==> config.mk <==
export PLATFORM = sky130hd
export DESIGN_NAME = rc_pulse_normalizer_with_calibration_flat
export DESIGN_NICKNAME = d
export VERILOG_FILES = /design/src/design/rcpn_pkg.sv /design/src/design/rcpn_in_if.sv /design/src/design/rcpn_out_if.sv /design/src/design/rcpn_divider.sv /design/src/design/rcpn_cal_store.sv /design/src/design/rc_pulse_normalizer_with_calibration.sv /design/src/flat_wrapper.sv
export VERILOG_INCLUDE_DIRS = /design/src /design/src/design
export SDC_FILE = /design/constraint.sdc
export NUM_CORES = 1
export LEC_CHECK = 0
export ABC_CLOCK_PERIOD_IN_PS = 22600
export BUFFER_PORTS_ARGS = -buffer_cell sky130_fd_sc_hd__buf_2
export CORE_MARGIN = 4
export CORE_UTILIZATION = 30
export CTS_CLUSTER_SIZE = 12
export DETAILED_ROUTE_END_ITERATION = 8
export GPL_TIMING_DRIVEN = 0
export PLACE_DENSITY = 0.51
export SYNTH_ARGS = -nofsm -noshare
export SYNTH_HDL_FRONTEND = slang
export SYNTH_SLANG_ARGS = --single-unit
==> constraint.sdc <==
create_clock -name clk -period 22.6 [get_ports clk]
set_input_delay 4.52 -clock clk [delete_from_list [all_inputs] [get_ports clk]]
set_output_delay 4.52 -clock clk [all_outputs]
set_load 0.01 [all_outputs]
==> src/design/rc_pulse_normalizer_with_calibration_macros.svh <==
// ----------------------------------------------------------------------------
// RC pulse normaliser assertion macros
// Shared concurrent assertion forms, clocked on clk and disabled in reset.
// ----------------------------------------------------------------------------
`ifndef RC_PULSE_NORMALIZER_WITH_CALIBRATION_MACROS_SVH
`define RC_PULSE_NORMALIZER_WITH_CALIBRATION_MACROS_SVH

// The consequent must hold in the same cycle as the antecedent.
`define RCPN_ASSERT_SAME(label, ante, cons, msg) \
    label: assert property (@(posedge clk) disable iff (!rst_n) (ante) |-> (cons)) \
        else $error(msg);

// The consequent must hold in the cycle after the antecedent.
`define RCPN_ASSERT_NEXT(label, ante, cons, msg) \
    label: assert property (@(posedge clk) disable iff (!rst_n) (ante) |=> (cons)) \
        else $error(msg);

`endif

==> src/design/rcpn_pkg.sv <==
// ----------------------------------------------------------------------------
// RC pulse normaliser package
// Field widths, reset calibration values, sequencer states and shared types.
// ----------------------------------------------------------------------------
package rcpn_pkg;

    localparam int unsigned PW_W      = 16;
    localparam int unsigned WIN_W     = 10;
    localparam int unsigned VAL_W     = 16;
    localparam int unsigned FRAC_BITS = 14;
    localparam int unsigned CNT_W     = $clog2(FRAC_BITS);

    localparam logic [WIN_W-1:0] WINDOW_RESET = 10'd50;
    localparam logic [VAL_W-1:0] Q_ONE        = 16'd16384;

    localparam logic [PW_W-1:0] CH0_LOW    = 16'd995;
    localparam logic [PW_W-1:0] CH0_CENTER = 16'd1509;
    localparam logic [PW_W-1:0] CH0_HIGH   = 16'd2110;
    localparam logic [PW_W-1:0] CH1_LOW    = 16'd1001;
    localparam logic [PW_W-1:0] CH1_CENTER = 16'd1503;
    localparam logic [PW_W-1:0] CH1_HIGH   = 16'd2080;

    typedef enum logic [2:0] {
        ST_IDLE,
        ST_UPDATE,
        ST_NORM,
        ST_DIVIDE,
        ST_OUTPUT
    } seq_state_t;

    typedef struct packed {
        logic [PW_W-1:0] low;
        logic [PW_W-1:0] center;
        logic [PW_W-1:0] high;
    } cal_triple_t;

    typedef struct packed {
        logic accepted;
        logic calibrating;
        logic done;
    } cal_flags_t;

    typedef struct packed {
        logic busy;
        logic done;
    } div_status_t;

endpackage

==> src/design/rcpn_in_if.sv <==
// ----------------------------------------------------------------------------
// RC pulse sample channel
// Valid/ready channel carrying one measured pulse and a calibration request.
// ----------------------------------------------------------------------------
interface rcpn_in_if;

    logic                      valid;
    logic                      ready;
    logic                      channel;
    logic [rcpn_pkg::PW_W-1:0] pulse_width;
    logic                      start_calibration;

    modport source (
        output valid,
        output channel,
        output pulse_width,
        output start_calibration,
        input  ready
    );

    modport sink (
        input  valid,
        input  channel,
        input  pulse_width,
        input  start_calibration,
        output ready
    );

endinterface

==> src/design/rcpn_out_if.sv <==
// ----------------------------------------------------------------------------
// RC pulse result channel
// Valid/ready channel carrying the normalised position and calibration state.
// ----------------------------------------------------------------------------
interface rcpn_out_if;

    logic                              valid;
    logic                              ready;
    logic signed [rcpn_pkg::VAL_W-1:0] value;
    logic                              start_accepted;
    logic                              calibrating;
    logic                              cal_done;
    logic        [rcpn_pkg::PW_W-1:0]  low_end;
    logic        [rcpn_pkg::PW_W-1:0]  center;
    logic        [rcpn_pkg::PW_W-1:0]  high_end;

    modport source (
        output valid,
        output value,
        output start_accepted,
        output calibrating,
        output cal_done,
        output low_end,
        output center,
        output high_end,
        input  ready
    );

    modport sink (
        input  valid,
        input  value,
        input  start_accepted,
        input  calibrating,
        input  cal_done,
        input  low_end,
        input  center,
        input  high_end,
        output ready
    );

endinterface

==> src/design/rcpn_divider.sv <==
// ----------------------------------------------------------------------------
// RC pulse normaliser fraction divider
// Restoring divider giving one Q0.14 quotient bit per cycle for num < den.
// ----------------------------------------------------------------------------
module rcpn_divider (
    input  logic                                 clk,
    input  logic                                 rst_n,
    input  logic                                 start,
    input  logic [rcpn_pkg::PW_W-1:0]            num,
    input  logic [rcpn_pkg::PW_W-1:0]            den,
    output logic [rcpn_pkg::FRAC_BITS-1:0]       quotient,
    output rcpn_pkg::div_status_t                status
);

    logic [rcpn_pkg::PW_W-1:0]      rem_reg;
    logic [rcpn_pkg::PW_W-1:0]      den_reg;
    logic [rcpn_pkg::FRAC_BITS-1:0] quo_reg;
    logic [rcpn_pkg::CNT_W-1:0]     cnt_reg;
    logic                           busy_reg;
    logic                           done_reg;

    logic [rcpn_pkg::PW_W:0] shifted;
    logic [rcpn_pkg::PW_W:0] diff;
    logic                    ge;

    assign shifted = {rem_reg, 1'b0};
    assign diff    = shifted - {1'b0, den_reg};
    assign ge      = (shifted >= {1'b0, den_reg});

    always_ff @(posedge clk or negedge rst_n)
    begin
        if (!rst_n)
        begin
            busy_reg <= 1'b0;
            done_reg <= 1'b0;
            cnt_reg  <= '0;
        end
        else
        begin
            done_reg <= busy_reg && (cnt_reg == '0);
            if (start)
            begin
                busy_reg <= 1'b1;
                cnt_reg  <= rcpn_pkg::CNT_W'(rcpn_pkg::FRAC_BITS - 1);
            end
            else if (busy_reg)
            begin
                cnt_reg <= cnt_reg - 1'b1;
                if (cnt_reg == '0)
                begin
                    busy_reg <= 1'b0;
                end
            end
        end
    end

    // The remainder stays below the divisor, so it always fits the pulse width.
    always_ff @(posedge clk)
    begin
        if (start)
        begin
            rem_reg <= num;
            den_reg <= den;
            quo_reg <= '0;
        end
        else if (busy_reg)
        begin
            rem_reg <= ge ? diff[rcpn_pkg::PW_W-1:0] : shifted[rcpn_pkg::PW_W-1:0];
            quo_reg <= {quo_reg[rcpn_pkg::FRAC_BITS-2:0], ge};
        end
    end

    assign quotient    = quo_reg;
    assign status.busy = busy_reg;
    assign status.done = done_reg;

endmodule

==> src/design/rcpn_cal_store.sv <==
// ----------------------------------------------------------------------------
// RC pulse normaliser calibration store
// Per-channel calibration, tracking state and the calibration update step.
// ----------------------------------------------------------------------------
module rcpn_cal_store #(
    parameter int unsigned NUM_CHANNELS = 2,
    parameter int unsigned IDX_W        = 1
) (
    input  logic                         clk,
    input  logic                         rst_n,
    input  logic                         update,
    input  logic [IDX_W-1:0]             ch_idx,
    input  logic [rcpn_pkg::PW_W-1:0]    pulse,
    input  logic                         start,
    input  logic [rcpn_pkg::WIN_W-1:0]   window,
    output rcpn_pkg::cal_flags_t         flags,
    output rcpn_pkg::cal_triple_t        cal
);

    rcpn_pkg::cal_triple_t          cal_reg [NUM_CHANNELS];
    rcpn_pkg::cal_triple_t          track_reg [NUM_CHANNELS];
    logic [NUM_CHANNELS-1:0]        in_progress_reg;
    logic [NUM_CHANNELS-1:0]        first_pending_reg;

    rcpn_pkg::cal_triple_t   trk;
    logic [rcpn_pkg::PW_W-1:0] mid;
    logic [rcpn_pkg::PW_W-1:0] win_ext;
    logic [rcpn_pkg::PW_W:0]   hi_thr;
    logic [rcpn_pkg::PW_W-1:0] dev;
    logic                      was_active;
    logic                      accepted;
    logic                      tracking;
    logic                      seeding;
    logic                      widen_hi;
    logic                      widen_lo;
    logic                      finish;
    logic [rcpn_pkg::PW_W-1:0] new_low;
    logic [rcpn_pkg::PW_W-1:0] new_high;

    always_comb
    begin
        trk        = track_reg[ch_idx];
        mid        = trk.center;
        win_ext    = rcpn_pkg::PW_W'(window);
        hi_thr     = {1'b0, mid} + {1'b0, win_ext};
        was_active = in_progress_reg[ch_idx];
        accepted   = start && (pulse != '0);
        tracking   = was_active && !accepted;
        seeding    = tracking && first_pending_reg[ch_idx];
        widen_hi   = ({1'b0, pulse} > hi_thr) && (pulse > trk.high);
        widen_lo   = (mid >= win_ext) && (pulse < (mid - win_ext)) && (pulse < trk.low);
        new_high   = widen_hi ? pulse : trk.high;
        new_low    = widen_lo ? pulse : trk.low;
        dev        = (pulse > mid) ? (pulse - mid) : (mid - pulse);
        finish     = tracking && !seeding && (new_low < mid) && (new_high > mid)
                     && (dev < win_ext);
    end

    always_comb
    begin
        flags.accepted    = accepted;
        flags.done        = finish;
        flags.calibrating = accepted || (was_active && !finish);
        cal               = cal_reg[ch_idx];
    end

    always_ff @(posedge clk or negedge rst_n)
    begin
        if (!rst_n)
        begin
            for (int c = 0; c < NUM_CHANNELS; c++)
            begin
                if (c == 1)
                begin
                    cal_reg[c] <= '{rcpn_pkg::CH1_LOW, rcpn_pkg::CH1_CENTER,
                                    rcpn_pkg::CH1_HIGH};
                end
                else
                begin
                    cal_reg[c] <= '{rcpn_pkg::CH0_LOW, rcpn_pkg::CH0_CENTER,
                                    rcpn_pkg::CH0_HIGH};
                end
            end
            in_progress_reg   <= '0;
            first_pending_reg <= '0;
        end
        else if (update)
        begin
            if (accepted)
            begin
                in_progress_reg[ch_idx]   <= 1'b1;
                first_pending_reg[ch_idx] <= 1'b1;
            end
            else if (seeding)
            begin
                first_pending_reg[ch_idx] <= 1'b0;
            end
            else if (finish)
            begin
                in_progress_reg[ch_idx] <= 1'b0;
                cal_reg[ch_idx]         <= '{new_low, mid, new_high};
            end
        end
    end

    always_ff @(posedge clk)
    begin
        if (update && seeding)
        begin
            track_reg[ch_idx] <= '{pulse, pulse, pulse};
        end
        else if (update && tracking)
        begin
            track_reg[ch_idx] <= '{new_low, mid, new_high};
        end
    end

endmodule

==> src/design/rc_pulse_normalizer_with_calibration.sv <==
// ----------------------------------------------------------------------------
// RC pulse normaliser with stick calibration
// Flow: the input transfer is followed by the update and normalise states, then the
// output state for a zero pulse, a zero span or a saturated value, else the divide state.
// One item at a time: the input is ready again only in the cycle after the result
// transfer; the 14-step restoring divider runs in the divide state.
// Reset: calibration returns to its defaults and any calibration is dropped.
// ----------------------------------------------------------------------------
`include "rc_pulse_normalizer_with_calibration_macros.svh"

module rc_pulse_normalizer_with_calibration #(
    parameter int unsigned NUM_CHANNELS = 2
) (
    input  logic                        clk,
    input  logic                        rst_n,
    input  logic                        cfg_wr_en,
    input  logic [rcpn_pkg::WIN_W-1:0]  cfg_wr_data,
    rcpn_in_if.sink                     sample,
    rcpn_out_if.source                  result
);

    localparam int unsigned IDX_W = (NUM_CHANNELS > 1) ? $clog2(NUM_CHANNELS) : 1;

    rcpn_pkg::seq_state_t state_reg;
    rcpn_pkg::seq_state_t state_next;

    logic [rcpn_pkg::WIN_W-1:0] window_reg;
    logic                       channel_reg;
    logic [rcpn_pkg::PW_W-1:0]  pulse_reg;
    logic                       start_reg;
    logic                       ch_ok_reg;
    logic                       neg_reg;

    logic signed [rcpn_pkg::VAL_W-1:0] value_reg;
    rcpn_pkg::cal_flags_t              flags_reg;
    rcpn_pkg::cal_triple_t             triple_reg;

    logic [IDX_W-1:0]          ch_idx;
    rcpn_pkg::cal_flags_t      flags;
    rcpn_pkg::cal_triple_t     cal;
    logic                      store_update;

    logic                      above;
    logic [rcpn_pkg::PW_W-1:0] num;
    logic [rcpn_pkg::PW_W-1:0] den;
    logic                      span_pos;
    logic                      zero_res;
    logic                      sat_res;
    logic                      div_start;
    logic [rcpn_pkg::FRAC_BITS-1:0] quotient;
    rcpn_pkg::div_status_t     div_stat;
    logic [rcpn_pkg::VAL_W-1:0] mag;

    function automatic logic ch_okay(input logic ch);
        return (32'(ch) < NUM_CHANNELS);
    endfunction

    assign ch_idx = ch_okay(channel_reg) ? IDX_W'(channel_reg) : '0;

    rcpn_cal_store #(
        .NUM_CHANNELS (NUM_CHANNELS),
        .IDX_W        (IDX_W)
    ) u_cal_store (
        .clk    (clk),
        .rst_n  (rst_n),
        .update (store_update),
        .ch_idx (ch_idx),
        .pulse  (pulse_reg),
        .start  (start_reg),
        .window (window_reg),
        .flags  (flags),
        .cal    (cal)
    );

    rcpn_divider u_divider (
        .clk      (clk),
        .rst_n    (rst_n),
        .start    (div_start),
        .num      (num),
        .den      (den),
        .quotient (quotient),
        .status   (div_stat)
    );

    always_comb
    begin
        above    = (pulse_reg > cal.center);
        num      = above ? (pulse_reg - cal.center) : (cal.center - pulse_reg);
        den      = above ? (cal.high - cal.center) : (cal.center - cal.low);
        span_pos = above ? (cal.high > cal.center) : (cal.center > cal.low);
        zero_res = !ch_ok_reg || (pulse_reg == '0) || !span_pos;
        sat_res  = (num >= den);
        mag      = rcpn_pkg::VAL_W'(quotient);
    end

    always_comb
    begin
        state_next = state_reg;
        case (state_reg)
            rcpn_pkg::ST_IDLE:
            begin
                if (sample.valid)
                begin
                    state_next = rcpn_pkg::ST_UPDATE;
                end
            end
            rcpn_pkg::ST_UPDATE:
            begin
                state_next = rcpn_pkg::ST_NORM;
            end
            rcpn_pkg::ST_NORM:
            begin
                if (zero_res || sat_res)
                begin
                    state_next = rcpn_pkg::ST_OUTPUT;
                end
                else
                begin
                    state_next = rcpn_pkg::ST_DIVIDE;
                end
            end
            rcpn_pkg::ST_DIVIDE:
            begin
                if (div_stat.done)
                begin
                    state_next = rcpn_pkg::ST_OUTPUT;
                end
            end
            rcpn_pkg::ST_OUTPUT:
            begin
                if (result.ready)
                begin
                    state_next = rcpn_pkg::ST_IDLE;
                end
            end
            default:
            begin
                state_next = rcpn_pkg::ST_IDLE;
            end
        endcase
    end

    always_comb
    begin
        sample.ready = (state_reg == rcpn_pkg::ST_IDLE);
        result.valid = (state_reg == rcpn_pkg::ST_OUTPUT);
        store_update = (state_reg == rcpn_pkg::ST_UPDATE) && ch_ok_reg;
        div_start    = (state_reg == rcpn_pkg::ST_NORM) && !zero_res && !sat_res;
    end

    always_ff @(posedge clk or negedge rst_n)
    begin
        if (!rst_n)
        begin
            state_reg  <= rcpn_pkg::ST_IDLE;
            window_reg <= rcpn_pkg::WINDOW_RESET;
        end
        else
        begin
            state_reg <= state_next;
            if (cfg_wr_en)
            begin
                window_reg <= cfg_wr_data;
            end
        end
    end

    always_ff @(posedge clk)
    begin
        case (state_reg)
            rcpn_pkg::ST_IDLE:
            begin
                channel_reg <= sample.channel;
                pulse_reg   <= sample.pulse_width;
                start_reg   <= sample.start_calibration;
                ch_ok_reg   <= ch_okay(sample.channel);
            end
            rcpn_pkg::ST_UPDATE:
            begin
                flags_reg <= ch_ok_reg ? flags : '0;
            end
            rcpn_pkg::ST_NORM:
            begin
                triple_reg <= ch_ok_reg ? cal : '0;
                neg_reg    <= !above;
                if (zero_res)
                begin
                    value_reg <= '0;
                end
                else if (sat_res)
                begin
                    value_reg <= above ? signed'(rcpn_pkg::Q_ONE) : -signed'(rcpn_pkg::Q_ONE);
                end
            end
            rcpn_pkg::ST_DIVIDE:
            begin
                if (div_stat.done)
                begin
                    value_reg <= neg_reg ? -signed'(mag) : signed'(mag);
                end
            end
            default:
            begin
            end
        endcase
    end

    assign result.value          = value_reg;
    assign result.start_accepted = flags_reg.accepted;
    assign result.calibrating    = flags_reg.calibrating;
    assign result.cal_done       = flags_reg.done;
    assign result.low_end        = triple_reg.low;
    assign result.center         = triple_reg.center;
    assign result.high_end       = triple_reg.high;

    `RCPN_ASSERT_SAME(a_one_item_in_flight, sample.ready, !result.valid, "Input ready while a result is pending.")
    `RCPN_ASSERT_SAME(a_div_done_in_divide, div_stat.done, state_reg == rcpn_pkg::ST_DIVIDE, "Divider finished outside the divide state.")
    `RCPN_ASSERT_NEXT(a_div_starts_busy, div_start, div_stat.busy, "Divider not busy after a start.")
    `RCPN_ASSERT_SAME(a_value_in_range, result.valid, (result.value <= $signed(17'sd16384)) && (result.value >= -$signed(17'sd16384)), "Result outside plus or minus one.")
    `RCPN_ASSERT_SAME(a_done_ends_cal, result.valid && result.cal_done, !result.calibrating && !result.start_accepted, "Completed calibration still armed.")

endmodule
==> src/flat_wrapper.sv <==
// flat-port wrapper written by rule: the top's interface ports become plain ports
module rc_pulse_normalizer_with_calibration_flat 
#(
    parameter int unsigned NUM_CHANNELS = 2
)
  (clk, rst_n, cfg_wr_en, cfg_wr_data, sample_valid, sample_channel, sample_pulse_width, sample_start_calibration, sample_ready, result_valid, result_value, result_start_accepted, result_calibrating, result_cal_done, result_low_end, result_center, result_high_end, result_ready);
  rcpn_in_if sample_i ();
  rcpn_out_if result_i ();
  input  logic clk;
  input  logic rst_n;
  input  logic cfg_wr_en;
  input  logic [rcpn_pkg::WIN_W-1:0] cfg_wr_data;
  input wire logic [$bits(sample_i.valid)-1:0] sample_valid;
  input wire logic [$bits(sample_i.channel)-1:0] sample_channel;
  input wire logic [$bits(sample_i.pulse_width)-1:0] sample_pulse_width;
  input wire logic [$bits(sample_i.start_calibration)-1:0] sample_start_calibration;
  output wire logic [$bits(sample_i.ready)-1:0] sample_ready;
  output wire logic [$bits(result_i.valid)-1:0] result_valid;
  output wire logic [$bits(result_i.value)-1:0] result_value;
  output wire logic [$bits(result_i.start_accepted)-1:0] result_start_accepted;
  output wire logic [$bits(result_i.calibrating)-1:0] result_calibrating;
  output wire logic [$bits(result_i.cal_done)-1:0] result_cal_done;
  output wire logic [$bits(result_i.low_end)-1:0] result_low_end;
  output wire logic [$bits(result_i.center)-1:0] result_center;
  output wire logic [$bits(result_i.high_end)-1:0] result_high_end;
  input wire logic [$bits(result_i.ready)-1:0] result_ready;
  assign sample_i.valid = sample_valid;
  assign sample_i.channel = sample_channel;
  assign sample_i.pulse_width = sample_pulse_width;
  assign sample_i.start_calibration = sample_start_calibration;
  assign sample_ready = sample_i.ready;
  assign result_valid = result_i.valid;
  assign result_value = result_i.value;
  assign result_start_accepted = result_i.start_accepted;
  assign result_calibrating = result_i.calibrating;
  assign result_cal_done = result_i.cal_done;
  assign result_low_end = result_i.low_end;
  assign result_center = result_i.center;
  assign result_high_end = result_i.high_end;
  assign result_i.ready = result_ready;
  rc_pulse_normalizer_with_calibration #(.NUM_CHANNELS(NUM_CHANNELS)) u_core (.clk(clk), .rst_n(rst_n), .cfg_wr_en(cfg_wr_en), .cfg_wr_data(cfg_wr_data), .sample(sample_i), .result(result_i));
endmodule
* Word level (Yosys, flattened, before mapping)
Memory sizes are Yosys's and may differ from the RTL's. A register that Yosys moved wholly into a read port is not among the register bits.
Index checks and enable logic that the tools add are counted.
** Word-level totals
- Bits in registers :: 251
- RAM bits :: 96
- Input port bits :: 33
- Output and inout port bits :: 69
- Word-level logic and storage cells :: 165
- Memories :: 1
** Memories
- u_core.u_cal_store.track_reg :: words 2, bits a word 48, rd ports 1, clocked after memory_dff 1, wr ports 1, RTL line rcpn_cal_store.sv:21 : rcpn_pkg::cal_triple_t track_reg [NUM_CHANNELS];
** Cells by class
- Add/subtract/negate cells :: 11
- Order comparisons :: 18
- Eq/ne operators :: 9
- Muxes and demuxes :: 49
- Bitwise gates (word level) :: 9
- Reductions and logical operators :: 41
** Operator list (count)
- 48-bit two-way mux :: 5
- 16-bit two-way mux :: 13
- 16-bit subtractor :: 7
- 96-bit bitwise mux :: 1
- 16-bit > comparator :: 6
- 48-bit demux with 1-bit select :: 1
- 16-bit < comparator :: 3
- 16-bit one-hot mux with 2 select lines :: 1
- 1-bit logical AND :: 18
- 16-bit by 10-bit adder with 17-bit output :: 1
- 17-bit by 16-bit greater-or-equal comparator with 1-bit output :: 1
- 16-bit by 17-bit > comparator with 1-bit output :: 1
- 16-bit by 10-bit greater-or-equal comparator with 1-bit output :: 1
- 16-bit greater-or-equal comparator :: 1
- 16-bit logical NOT :: 1
- 16-bit by 10-bit < comparator with 1-bit output :: 1
- 14-bit negation with 16-bit output :: 1
- 16-bit nonzero test :: 1
- 16-bit by 10-bit subtractor with 16-bit output :: 1
- 1-bit two-way mux :: 15
- 3-bit one-hot mux with 5 select lines :: 1
- 3-bit two-way mux :: 4
- 2-bit two-way mux :: 5
- 3-bit AND reduction :: 3
- other kinds (26) :: 44

* Depth between registers and ports, before layout
- Depth after elaboration :: 13
- Mapped depth :: 40
- Gate-level depth less buffers :: 35

* By module
From an unflattened synthesis, not the netlist that was laid out.
** Unflattened totals
- Cell total of the unflattened synthesis :: 2278
- Area total of the unflattened synthesis :: 23726.5 um2
** Modules (own cells, without submodules)
- rcpn_cal_store :: instances 1, cells an instance 1284, area each 13705.6 um2, seq. area each 5432.7 um2
- rc_pulse_normalizer_with_calibration :: instances 1, cells an instance 710, area each 7096.8 um2, seq. area each 2911.5 um2
- rcpn_divider :: instances 1, cells an instance 284, area each 2924.1 um2, seq. area each 1391.3 um2

* Worst setup path before layout
Ideal clock, no wire load.
- Path type :: flip-flop to flip-flop
- Start :: register with a tool-made name
- End :: register u_core.u_cal_store.cal_reg[42] (netlist name)
- Library setup time :: 125 ps
- Arrival time :: 9005 ps
- Data required time :: 22475 ps
- Slack :: 13470 ps
- Cell stages (with the launch flop) :: 37
- Path buffers :: 7
- Period minus slack after synthesis :: 9130 ps
- Cell sequence :: dfxtp_1 > buf_2 > buf_2 > buf_1 > mux2i_1 > inv_1 > ha_1 > nor2b_1 > o21ai_0 > a21oi_1 > o21ai_0 > a21boi_0 > o21ai_0 > a21oi_1 > o21a_1 > a311o_1 > ha_1 > a211oi_1 > o21ai_0 > or4_1 > nor4bb_1 > buf_2 > buf_1 > mux2i_1 > ha_1 > a21oi_1 > nor2b_1 > o21ai_0 > o2111ai_1 > or4_4 > nor4b_4 > o2111ai_1 > nor4b_4 > nand4_2 > buf_6 > buf_6 > mux2_4
** RTL lines
- to (signal, indexed assignment) :: RTL line rcpn_cal_store.sv:75 : cal_reg[c] <= '{rcpn_pkg::CH1_LOW, rcpn_pkg::CH1_CENTER,
- to (signal, indexed assignment) :: RTL line rcpn_cal_store.sv:80 : cal_reg[c] <= '{rcpn_pkg::CH0_LOW, rcpn_pkg::CH0_CENTER,
- to (signal, indexed assignment) :: RTL line rcpn_cal_store.sv:101 : cal_reg[ch_idx] <= '{new_low, mid, new_high};
- to (decl) :: RTL line rcpn_cal_store.sv:20 : rcpn_pkg::cal_triple_t cal_reg [NUM_CHANNELS];

==> results_tabular.tex <==
\begin{tabular}{lr}
\hline
Metric & Value \\
\hline
\multicolumn{2}{l}{\textbf{Status}} \\
Status & finished, final reports clean \\
\multicolumn{2}{l}{\textbf{Layout}} \\
Fraction of final layout cells sized beyond drive strength 1 & 17.2\% \\
Final non-filler cell area & 27100 um2 \\
Final Net Count & 2716 \\
Area growth syn-to-layout & 14.7\% \\
\multicolumn{2}{l}{\textbf{Setup path}} \\
Category of the critical setup timing path & flop to flop \\
Worst Path Arrival & 13.37 ns \\
Category of the worst setup path launch point & flop \\
CP max stage delay & 0.96 ns \\
Critical Path Fanout Max & 10 \\
Worst path most repeated cell & a21oi\_1 \\
Endpoint kind of the worst setup timing path & flop \\
Critical Path Slowest Stage Cell & mux2i\_1 \\
Data required time at the worst endpoint & 23.05 ns \\
\multicolumn{2}{l}{\textbf{Clocking}} \\
Number of sinks driven by the clock tree & 348 \\
TritonCTS clock tree & yes \\
Clock-pin slew of the registers on the worst-case setup and hold paths & 0.06 ns \\
CTS Buf Count & 43 \\
Post-CTS Hold Buffers & 0 \\
Clk\_lat worst skew & 0.59 ns \\
Clk buf depth & 3 \\
Post-CTS setup-driven buffer insertion count & 0 \\
Clk root buf & clkbuf\_16 \\
Depth of the CTS H-tree & 2 \\
Count of instances resized after the clock tree is built & 0 \\
\multicolumn{2}{l}{\textbf{Die}} \\
Die area & 83300 um2 \\
I/O pins & 102 \\
Starting density of the core & 30.4\% \\
Die boundary width & 289 um \\
Std cell rows & 102 \\
Placeable core area & 77700 um2 \\
Vert. Die Dim & 289 um \\
\multicolumn{2}{l}{\textbf{Yosys}} \\
Synthesized-area fraction occupied by and/or/nand/nor cells & 10.6\% \\
Combinational family with the most area after synthesis & adder cells \\
Cell types with the largest area share after synthesis & edfxtp\_1, ha\_1, dfrtp\_1 \\
Post-synthesis xor/xnor area fraction & 3.38\% \\
Post-synth top area cell & edfxtp\_1 \\
Average footprint of a synthesized cell & 10.4 um2 \\
Count of different cell masters after synthesis & 78 \\
Yosys top cell area share & 27.2\% \\
Gate count of the mapped netlist & 2265 \\
Total standard cell area after synthesis & 23600 um2 \\
Sequential-to-total area share from yosys stat & 41.3\% \\
Adder-cell share of the synthesized area & 14.0\% \\
Top FF cell, synth & edfxtp\_1 \\
Net count after synthesis & 2557 \\
Number of synthesized register bits & 348 \\
Yosys Warn Count & 0 \\
Proportion of synthesized area in mux cells & 12.9\% \\
Post-synth ARST share & 34.2\% \\
Compound-Gate Fraction of Synth Area & 13.3\% \\
Count of flip-flops with a built-in enable after synthesis & 214 \\
\multicolumn{2}{l}{\textbf{GRT}} \\
Total routing usage reported by global routing & 18.4\% \\
Global-route wire length before repair & 116 mm \\
Number of antenna violations at the first check in global routing & 2 \\
Aggregate global routing overflow & 0 \\
Maximum number of pins on one net before global-route repair & 97 \\
Number of global-route vias before repair & 18809 \\
\multicolumn{2}{l}{\textbf{STA}} \\
Actual transition at the worst max-transition pin & 1.41 ns \\
Total count of max-transition violations in the final report & 0 \\
Headroom to the max-slew limit & 3.05\% \\
Largest clock skew in the final design & 0.0291 ns \\
RSZ-0062 raised after global routing & false \\
Final hold violations & 0 \\
Highest clock frequency the design can meet & 77.4 MHz \\
Fin crit period & 12.92 ns \\
Setup TNS Final & 0 ns \\
Final Cycle Share & 57.2\% \\
Final setup violation count & 0 \\
\multicolumn{2}{l}{\textbf{Placed design}} \\
Port Buf Inserts & 100 \\
Post-DP HPWL & 62.8 mm \\
Routability-driven placement congestion ratio & 0.933 \\
Area of placed instances & 25600 um2 \\
\multicolumn{2}{l}{\textbf{Route}} \\
Iter 0 DRT Violations & 1164 \\
Routed wire length & 78.1 mm \\
Detail-routed net length per standard cell & 22.3 um \\
Antenna Violating Nets Remaining & 0 \\
Via count of the routed design & 18172 \\
Number of detailed-route iterations in the first pass & 5 \\
Number of DRC violations after detailed routing & 0 \\
Average via count per standard cell & 5.19 \\
\multicolumn{2}{l}{\textbf{Job}} \\
Max-cap viol count & 0 \\
\multicolumn{2}{l}{\textbf{Power}} \\
Final Total Pwr & 3.55 mW \\
Reported leakage power & 12.0 nW \\
Power density over cell area & 131 nW/um2 \\
Worst IR drop on VDD & 54.8 uV \\
\multicolumn{2}{l}{\textbf{Hold path}} \\
Classification of the worst-slack hold path & flop to flop \\
\hline
\end{tabular}
cell usage after synthesis (6+ instances only):
cell type	number
ha_1	250
o31a_1	6
inv_1	187
o21a_1	27
o21ai_0	168
or4_1	7
a211o_1	9
edfxtp_1	214
nor4_1	10
dfrtp_1	78
o22ai_1	7
or3_1	7
nand3_1	52
nor3_1	30
a21boi_0	10
xnor2_1	53
a21o_1	54
clkbuf_1	41
nand2_1	151
mux2i_1	128
a221oi_1	7
a211oi_1	17
buf_2	19
o21bai_1	6
xor2_1	38
a21oi_1	120
o211ai_1	18
and3_1	14
a31oi_1	13
dfstp_2	41
mux2_4	18
mux2_2	132
nand4_1	39
buf_1	14
nand2b_1	21
o31ai_1	6
dfxtp_1	15
fa_1	9
nor2_1	130
nor2b_1	22
and4_1	7
metrics by stage:
step	setup WS, ns	hold WS, ns	std cells	utilization [%]
floorplan	13.47	0.474	2265	-
CTS	9.80	0.503	3499	34.9
finish	9.68	0.502	3500	34.9
detailed placement	9.86	0.490	3419	33.0
global route	9.11	0.508	3499	34.9
global placement	9.91	0.483	3405	32.7
where the power goes:
| part | internal (mW) | total, mW | switching, mW | leakage (nW) |
|---|---|---|---|---|
| Clock | 0.417 | 0.702 | 0.285 | 0.719 |
| Sequential | 0.807 | 0.890 | 0.0837 | 3.61 |
| Combinational | 0.705 | 1.95 | 1.25 | 7.67 |
cell usage in the layout, fill, tap and decap left out, types with 78 or more instances in the layout:
master,Yosys,routed
mux2_2,132,132
mux2i_1,128,128
a21oi_1,120,120
edfxtp_1,214,214
o21ai_0,168,168
buf_2,19,118
nand2_1,151,151
inv_1,187,186
dfrtp_1,78,78
ha_1,250,250
nor2_1,130,130
routing by layer:
metal	vias up	GRT usage (%)	wire length, um	part of all wire, %
li1	8602	-	-	-
met1	8952	22.8	33300	43
met2	498	33.3	38900	50
met3	120	2.23	3420	4.4
met4	0	6.00	2570	3.3
met5	-	0	0	0
path summary, 6_finish.rpt:
check	cells past startpoint	start	to	slack, ns
setup / recovery	36	flop	u_core.u_cal_store.cal_reg[82]	9.68
hold / removal	1	u_core.u_cal_store.cal_reg[15]	u_core.u_cal_store.cal_reg[15]	0.50
setup reg to reg	36	flop	u_core.u_cal_store.cal_reg[82]	9.68
hold reg to reg	1	u_core.u_cal_store.cal_reg[15]	u_core.u_cal_store.cal_reg[15]	0.50
max in group asynchronous	2	rst_n	asynchronous set/reset pin	17.98
min in group asynchronous	1	rst_n	u_core.u_divider.cnt_reg[2]	3.80
layout make-up:
cell class                 count  area, um2
clock buffer                  68       1320
multi-input combinational   1645      12800
fill                        7865      50600
inverter                     191        717
antenna                        1       2.50
buffer                        81        368
clock inverter                12        150
sequential                   348       9760
timing repair buffer         114        686
tap                         1040       1300
critical path, delay by kind of cell, from the launching register on:
kind | cells | cell delay, ns
AOI/OAI and AO/OA | 9 | 2.14
xor gates and xnor gates | 1 | 0.15
adders and majority gates | 3 | 1.21
buffers and inverters | 8 | 3.34
DFF | 1 | 0.31
muxes | 3 | 1.92
and+or+nand+nor | 12 | 3.68
logic make-up (layout without fill, tap and decap cells):
family	after synthesis	count (layout)
xor+xnor	91	91
flops	348	348
buf+inv	272	466
fa+ha+maj	259	259
mux	278	278
compound gates	505	505
simple gates	512	512
other cells	0	1
Note: power is estimated with default switching activity, not from simulation.
